--- src/rtl/linked_list_table_manager_assert.svh ---
// Assertion macros shared by the list manager RTL.
`ifndef LINKED_LIST_TABLE_MANAGER_ASSERT_SVH
`define LINKED_LIST_TABLE_MANAGER_ASSERT_SVH

// Same-cycle implication, sampled on clk, masked during reset.
`define LLT_ASSERT_IMPL(name, ante, cons) \
  name: assert property (@(posedge clk) disable iff (rst) (ante) |-> (cons)) \
    else $error("llt assertion failed");

// Next-cycle implication, sampled on clk, masked during reset.
`define LLT_ASSERT_NEXT(name, ante, cons) \
  name: assert property (@(posedge clk) disable iff (rst) (ante) |=> (cons)) \
    else $error("llt assertion failed");

`endif

--- src/rtl/llt_pkg.sv ---
// ----------------------------------------------------------------------------
// llt_pkg
// Types and constants for the linked list table manager.
// ----------------------------------------------------------------------------
package llt_pkg;

  localparam int POOL_NODES   = 1024;
  localparam int HANDLE_W     = 10;
  localparam int VALUE_W      = 32;
  localparam int HANDLE_SPACE = 1 << HANDLE_W;
  localparam int POOL_LIMIT   = (POOL_NODES < HANDLE_SPACE) ? POOL_NODES : HANDLE_SPACE;
  localparam int IDX_W        = $clog2(POOL_LIMIT);
  localparam int ALLOC_W      = HANDLE_W + 1;
  localparam int QUEUE_DEPTH  = 2;
  localparam int QPTR_W       = $clog2(QUEUE_DEPTH);
  localparam int QCNT_W       = $clog2(QUEUE_DEPTH + 1);

  typedef enum logic [2:0] {
    OP_INS_HEAD   = 3'd0,
    OP_INS_TAIL   = 3'd1,
    OP_INS_AFTER  = 3'd2,
    OP_INS_BEFORE = 3'd3,
    OP_DELETE     = 3'd4,
    OP_MOVE_HEAD  = 3'd5,
    OP_MOVE_TAIL  = 3'd6,
    OP_READ       = 3'd7
  } opcode_t;

  typedef enum logic [1:0] {
    ST_OK   = 2'd0,
    ST_FULL = 2'd1,
    ST_BAD  = 2'd2
  } status_t;

  typedef enum logic [2:0] {
    SQ_IDLE,
    SQ_EVAL,
    SQ_UNLINK,
    SQ_LINK1,
    SQ_LINK2,
    SQ_DONE
  } seq_state_t;

  // Classified operation passed from front to back.
  typedef struct packed {
    opcode_t               op;
    logic                  is_insert;
    logic                  is_move;
    logic [HANDLE_W-1:0]   handle;
    logic [VALUE_W-1:0]    value;
  } cmd_t;

  typedef struct packed {
    status_t               status;
    logic [HANDLE_W-1:0]   node;
    logic [VALUE_W-1:0]    value;
    logic [HANDLE_W-1:0]   next;
    logic [HANDLE_W-1:0]   prev;
  } res_t;

endpackage

--- src/rtl/llt_front.sv ---
// ----------------------------------------------------------------------------
// llt_front
// Accepts operations, classifies them and queues them for the back end.
// ----------------------------------------------------------------------------
`include "linked_list_table_manager_assert.svh"

module llt_front (
  input  logic                          clk,
  input  logic                          rst,
  input  logic                          in_valid,
  output logic                          in_ready,
  input  logic [2:0]                    opcode,
  input  logic [llt_pkg::HANDLE_W-1:0]  handle,
  input  logic [llt_pkg::VALUE_W-1:0]   item_value,
  output logic                          cmd_valid,
  input  logic                          cmd_ready,
  output llt_pkg::cmd_t                 cmd
);

  llt_pkg::cmd_t                 queue [llt_pkg::QUEUE_DEPTH];
  logic [llt_pkg::QPTR_W-1:0]    wr_ptr;
  logic [llt_pkg::QPTR_W-1:0]    rd_ptr;
  logic [llt_pkg::QCNT_W-1:0]    count;
  llt_pkg::cmd_t                 classed;
  logic                          push;
  logic                          pop;

  always_comb begin
    classed.op        = llt_pkg::opcode_t'(opcode);
    classed.is_insert = (classed.op == llt_pkg::OP_INS_HEAD) ||
                        (classed.op == llt_pkg::OP_INS_TAIL) ||
                        (classed.op == llt_pkg::OP_INS_AFTER) ||
                        (classed.op == llt_pkg::OP_INS_BEFORE);
    classed.is_move   = (classed.op == llt_pkg::OP_MOVE_HEAD) ||
                        (classed.op == llt_pkg::OP_MOVE_TAIL);
    classed.handle    = handle;
    classed.value     = item_value;
  end

  assign in_ready  = (count != llt_pkg::QCNT_W'(llt_pkg::QUEUE_DEPTH));
  assign cmd_valid = (count != '0);
  assign cmd       = queue[rd_ptr];
  assign push      = in_valid && in_ready;
  assign pop       = cmd_valid && cmd_ready;

  always_ff @(posedge clk) begin
    if (push) begin
      queue[wr_ptr] <= classed;
    end
  end

  always_ff @(posedge clk) begin
    if (rst) begin
      wr_ptr <= '0;
      rd_ptr <= '0;
      count  <= '0;
    end else begin
      if (push) begin
        wr_ptr <= wr_ptr + 1'b1;
      end
      if (pop) begin
        rd_ptr <= rd_ptr + 1'b1;
      end
      if (push && !pop) begin
        count <= count + 1'b1;
      end else if (pop && !push) begin
        count <= count - 1'b1;
      end
    end
  end

  `LLT_ASSERT_IMPL(a_queue_bound, 1'b1, count <= llt_pkg::QCNT_W'(llt_pkg::QUEUE_DEPTH))

endmodule

--- config.mk ---
export PLATFORM = sky130hd
export DESIGN_NAME = llt_front
export DESIGN_NICKNAME = d
export VERILOG_FILES = /design/src/rtl/llt_pkg.sv /design/src/rtl/llt_front.sv
export VERILOG_INCLUDE_DIRS = /design/src /design/src/rtl
export SDC_FILE = /design/constraint.sdc
export NUM_CORES = 1
export LEC_CHECK = 0
export BUFFER_PORTS_ARGS = -buffer_cell sky130_fd_sc_hd__buf_4
export CAP_MARGIN = 15
export CORE_UTILIZATION = 45
export CTS_CLUSTER_DIAMETER = 50
export DETAILED_ROUTE_END_ITERATION = 12
export PLACE_DENSITY = 0.73
export SKIP_CTS_REPAIR_TIMING = 1
export SLEW_MARGIN = 30
export SYNTH_ARGS = -nofsm -noshare
export SYNTH_HDL_FRONTEND = slang
export SYNTH_SLANG_ARGS = --single-unit
--- constraint.sdc ---
create_clock -name clk -period 2.6 [get_ports clk]
set_clock_uncertainty 0.15 [all_clocks]
set_input_delay 0.13 -clock clk [delete_from_list [all_inputs] [get_ports clk]]
set_output_delay 0.13 -clock clk [all_outputs]
set_load 0.01 [all_outputs]
==> summary.txt <==
H-tree Lvls - 3
IO Pins - 98
global-route usage over all layers - 14.2%
grt ovf - 0
Pleak - 0.00192 µW
Tmin final - 2020 ps
maximum clock path buffer count - 2
mux share of post-synthesis cell area - 14.6%
DR iter-0 viols - 58
detailed placement HPWL - 3690 µm
largest family of logic cells by synthesized area - multiplexers
CP Launch Type - register
CP most frequent cell - buf_4
clk slew on worst S/H paths - 80 ps
Peak VDD IR - 0.000531 V
CP max stage delay - 500 ps
first-pass GRT wire length - 8780 µm
cell count after synthesis - 173
Detailed Route WL - 6160 µm
clk sink count - 99
Synth Area in XOR/XNOR - 0.964%
Pwr Total - 4130 µW
outcome - finished clean
GPL Wtd Cong - 0.719
Core Region - 7770 µm²
vias in the first global route - 1810
DRC Markers - 0
DR pass1 iterations - 4
TritonCTS Buffers - 9
Final ANT Viol Nets - 0
DR WL/cell - 14.2 µm
CTS tree - built
CP max-delay cell - buf_4
RSZ-0062 raised after global routing - no
Fillers - 573
#FFs+latches synth - 99
clock latency on the worst-skew pair - 330 ps
Synth Area in Compound Gates - 0.826%
register area share after synthesis - 80.4%
Required @ worst endpoint - 2320 ps
area grow syn2layout - 41.1%
Syn Nets - 223
Async SR Flop Fraction - 0%
setup violators final - 0
fmax - 0.494 GHz
post-synthesis cell type count - 19
PwrDens - 806 nW/µm²
setup TNS - 0 ps
row count - 32
Max Cap Violations - 0
Data arrival, critical path - 1740 ps
prevailing post-synth register cell - edfxtp_1
ordered cell list for the critical path - buf_4 -> mux2_2 -> buf_4
R2R depth - 5
hold path depth - 4
clock root buffer - clkbuf_8
final hold violation count - 0
yosys warns - 0
Worst Path Max Fanout - 47
Antenna Diode Count - 0
Syn Area/Cell - 21.0 µm²
chip width - 91.9 µm
port bufs - 97
simple-gate share of the synthesized area - 1.48%
starting density of the core - 46.8%
CP Capture Type - output port
adder-cell share of the synthesized area - 0.344%
layout cells sized above 1 - 49.8%
Via density - 4.71
Cell Area, Synth - 3630 µm²
Die ar. - 8440 µm²
vias - 2038
Total Nets Final - 376
worst hold path type - in -> reg
initial antenna violation count - 0
critical setup path kind - reg -> out
Die H - 91.9 µm
fin. max-slew vios - 0
number of synthesized flops with an enable pin - 94
worst-margin pin slew - 614 ps
slew margin rel. - 59.0%
fraction of the cycle the final worst path needs - 77.8%
largest net degree at the start of global routing - 48
==> cell usage after synthesis (2+ instances only) <==
cell,n,area (µm²)
o21ai_0,2,10.0
dfxtp_1,5,100
buf_6,3,33.8
edfxtp_1,94,2820
inv_1,2,7.51
nor2_1,4,15.0
mux2_2,47,529
a21oi_1,2,10.0
xor2_1,3,26.3
buf_2,2,10.0
==> routing by layer <==
metal | up-vias | GRT usage (%) | routed length (µm)
met5 | - | 0 | 0
met4 | 0 | 6.25 | 61
met3 | 6 | 3.90 | 333
met2 | 70 | 21.6 | 3010
met1 | 989 | 19.2 | 2750
li1 | 973 | - | -
==> layout by cell type, fill, tap and decap left out <==
master	instances
inv_2	1
edfxtp_1	94
clkbuf_1	1
a21bo_2	1
clkinvlp_4	2
and2_1	1
clkinv_2	2
ha_1	1
buf_12	2
xnor2_1	1
mux2_2	47
clkinv_1	2
nand2b_1	1
inv_1	1
a21oi_1	2
clkbuf_8	9
nand3b_1	1
and3_2	1
dfxtp_1	4
buf_4	98
or3_1	1
xor2_1	3
o21ai_0	2
dlygate4sd3_1	47
nor2_1	4
dfxtp_2	1
or2_2	1
==> state kept, by name, indices dropped and copies added (netlist names), named ones only <==
name,count
wr_ptr,1
count,2
rd_ptr,1
queue,94
==> worst paths after layout <==
kind,startpoint,end,slack (ps)
worst max-delay path,register,cmd[16],580
worst min-delay path,cmd_ready,rd_ptr,120
worst max register to register,count[0],count[1],770
worst min register to register,rd_ptr,rd_ptr,370
==> critical path: cells and delay by family, from the launching register on <==
family / cells / cell delay [ps]
flip-flops: 1 / 320
buffers and inverters: 2 / 650
multiplexers: 1 / 430
==> logic make-up (layout without fill, tap and decap cells) <==
kind of cell | count (synthesis) | after routing
adder cells (fa/ha/maj) | 1 | 1
buffers and inverters | 7 | 165
multiplexers | 47 | 47
XOR/XNOR | 4 | 4
AO/OA/AOI/OAI | 5 | 5
flip-flops | 99 | 99
AND/OR/NAND/NOR | 10 | 10
==> cell type report <==
type / count / area, µm² / area share [%]
inverter: 2 / 7.51 / 0.146
sequential: 99 / 2920 / 57.0
multi-input combinational: 67 / 662 / 12.9
clock buffer: 10 / 128 / 2.49
clock inverter: 6 / 32.5 / 0.634
tap: 102 / 128 / 2.49
timing repair buffer: 147 / 1250 / 24.3
==> stage by stage <==
stage | worst slack (ps) | hold slack (ps) | cell area (µm²) | cells | utilization (%)
after floorplan | 231 | 49.1 | 3630 | 173 | -
after global placement | 892 | 166 | 4500 | 370 | 57.9
after detailed placement | 806 | 168 | 4500 | 370 | 57.9
after CTS | 546 | -198 | 4660 | 386 | 60.0
after global routing | 462 | 150 | 5130 | 433 | 66.0
final | 576 | 122 | 5130 | 433 | 66.0
==> power breakdown <==
part / switching [µW] / internal [µW]
sequential: 54.7 / 1990
clock: 469 / 339
combinational: 584 / 696
total: 1110 / 3030
Power figures use the tool's default switching activity.
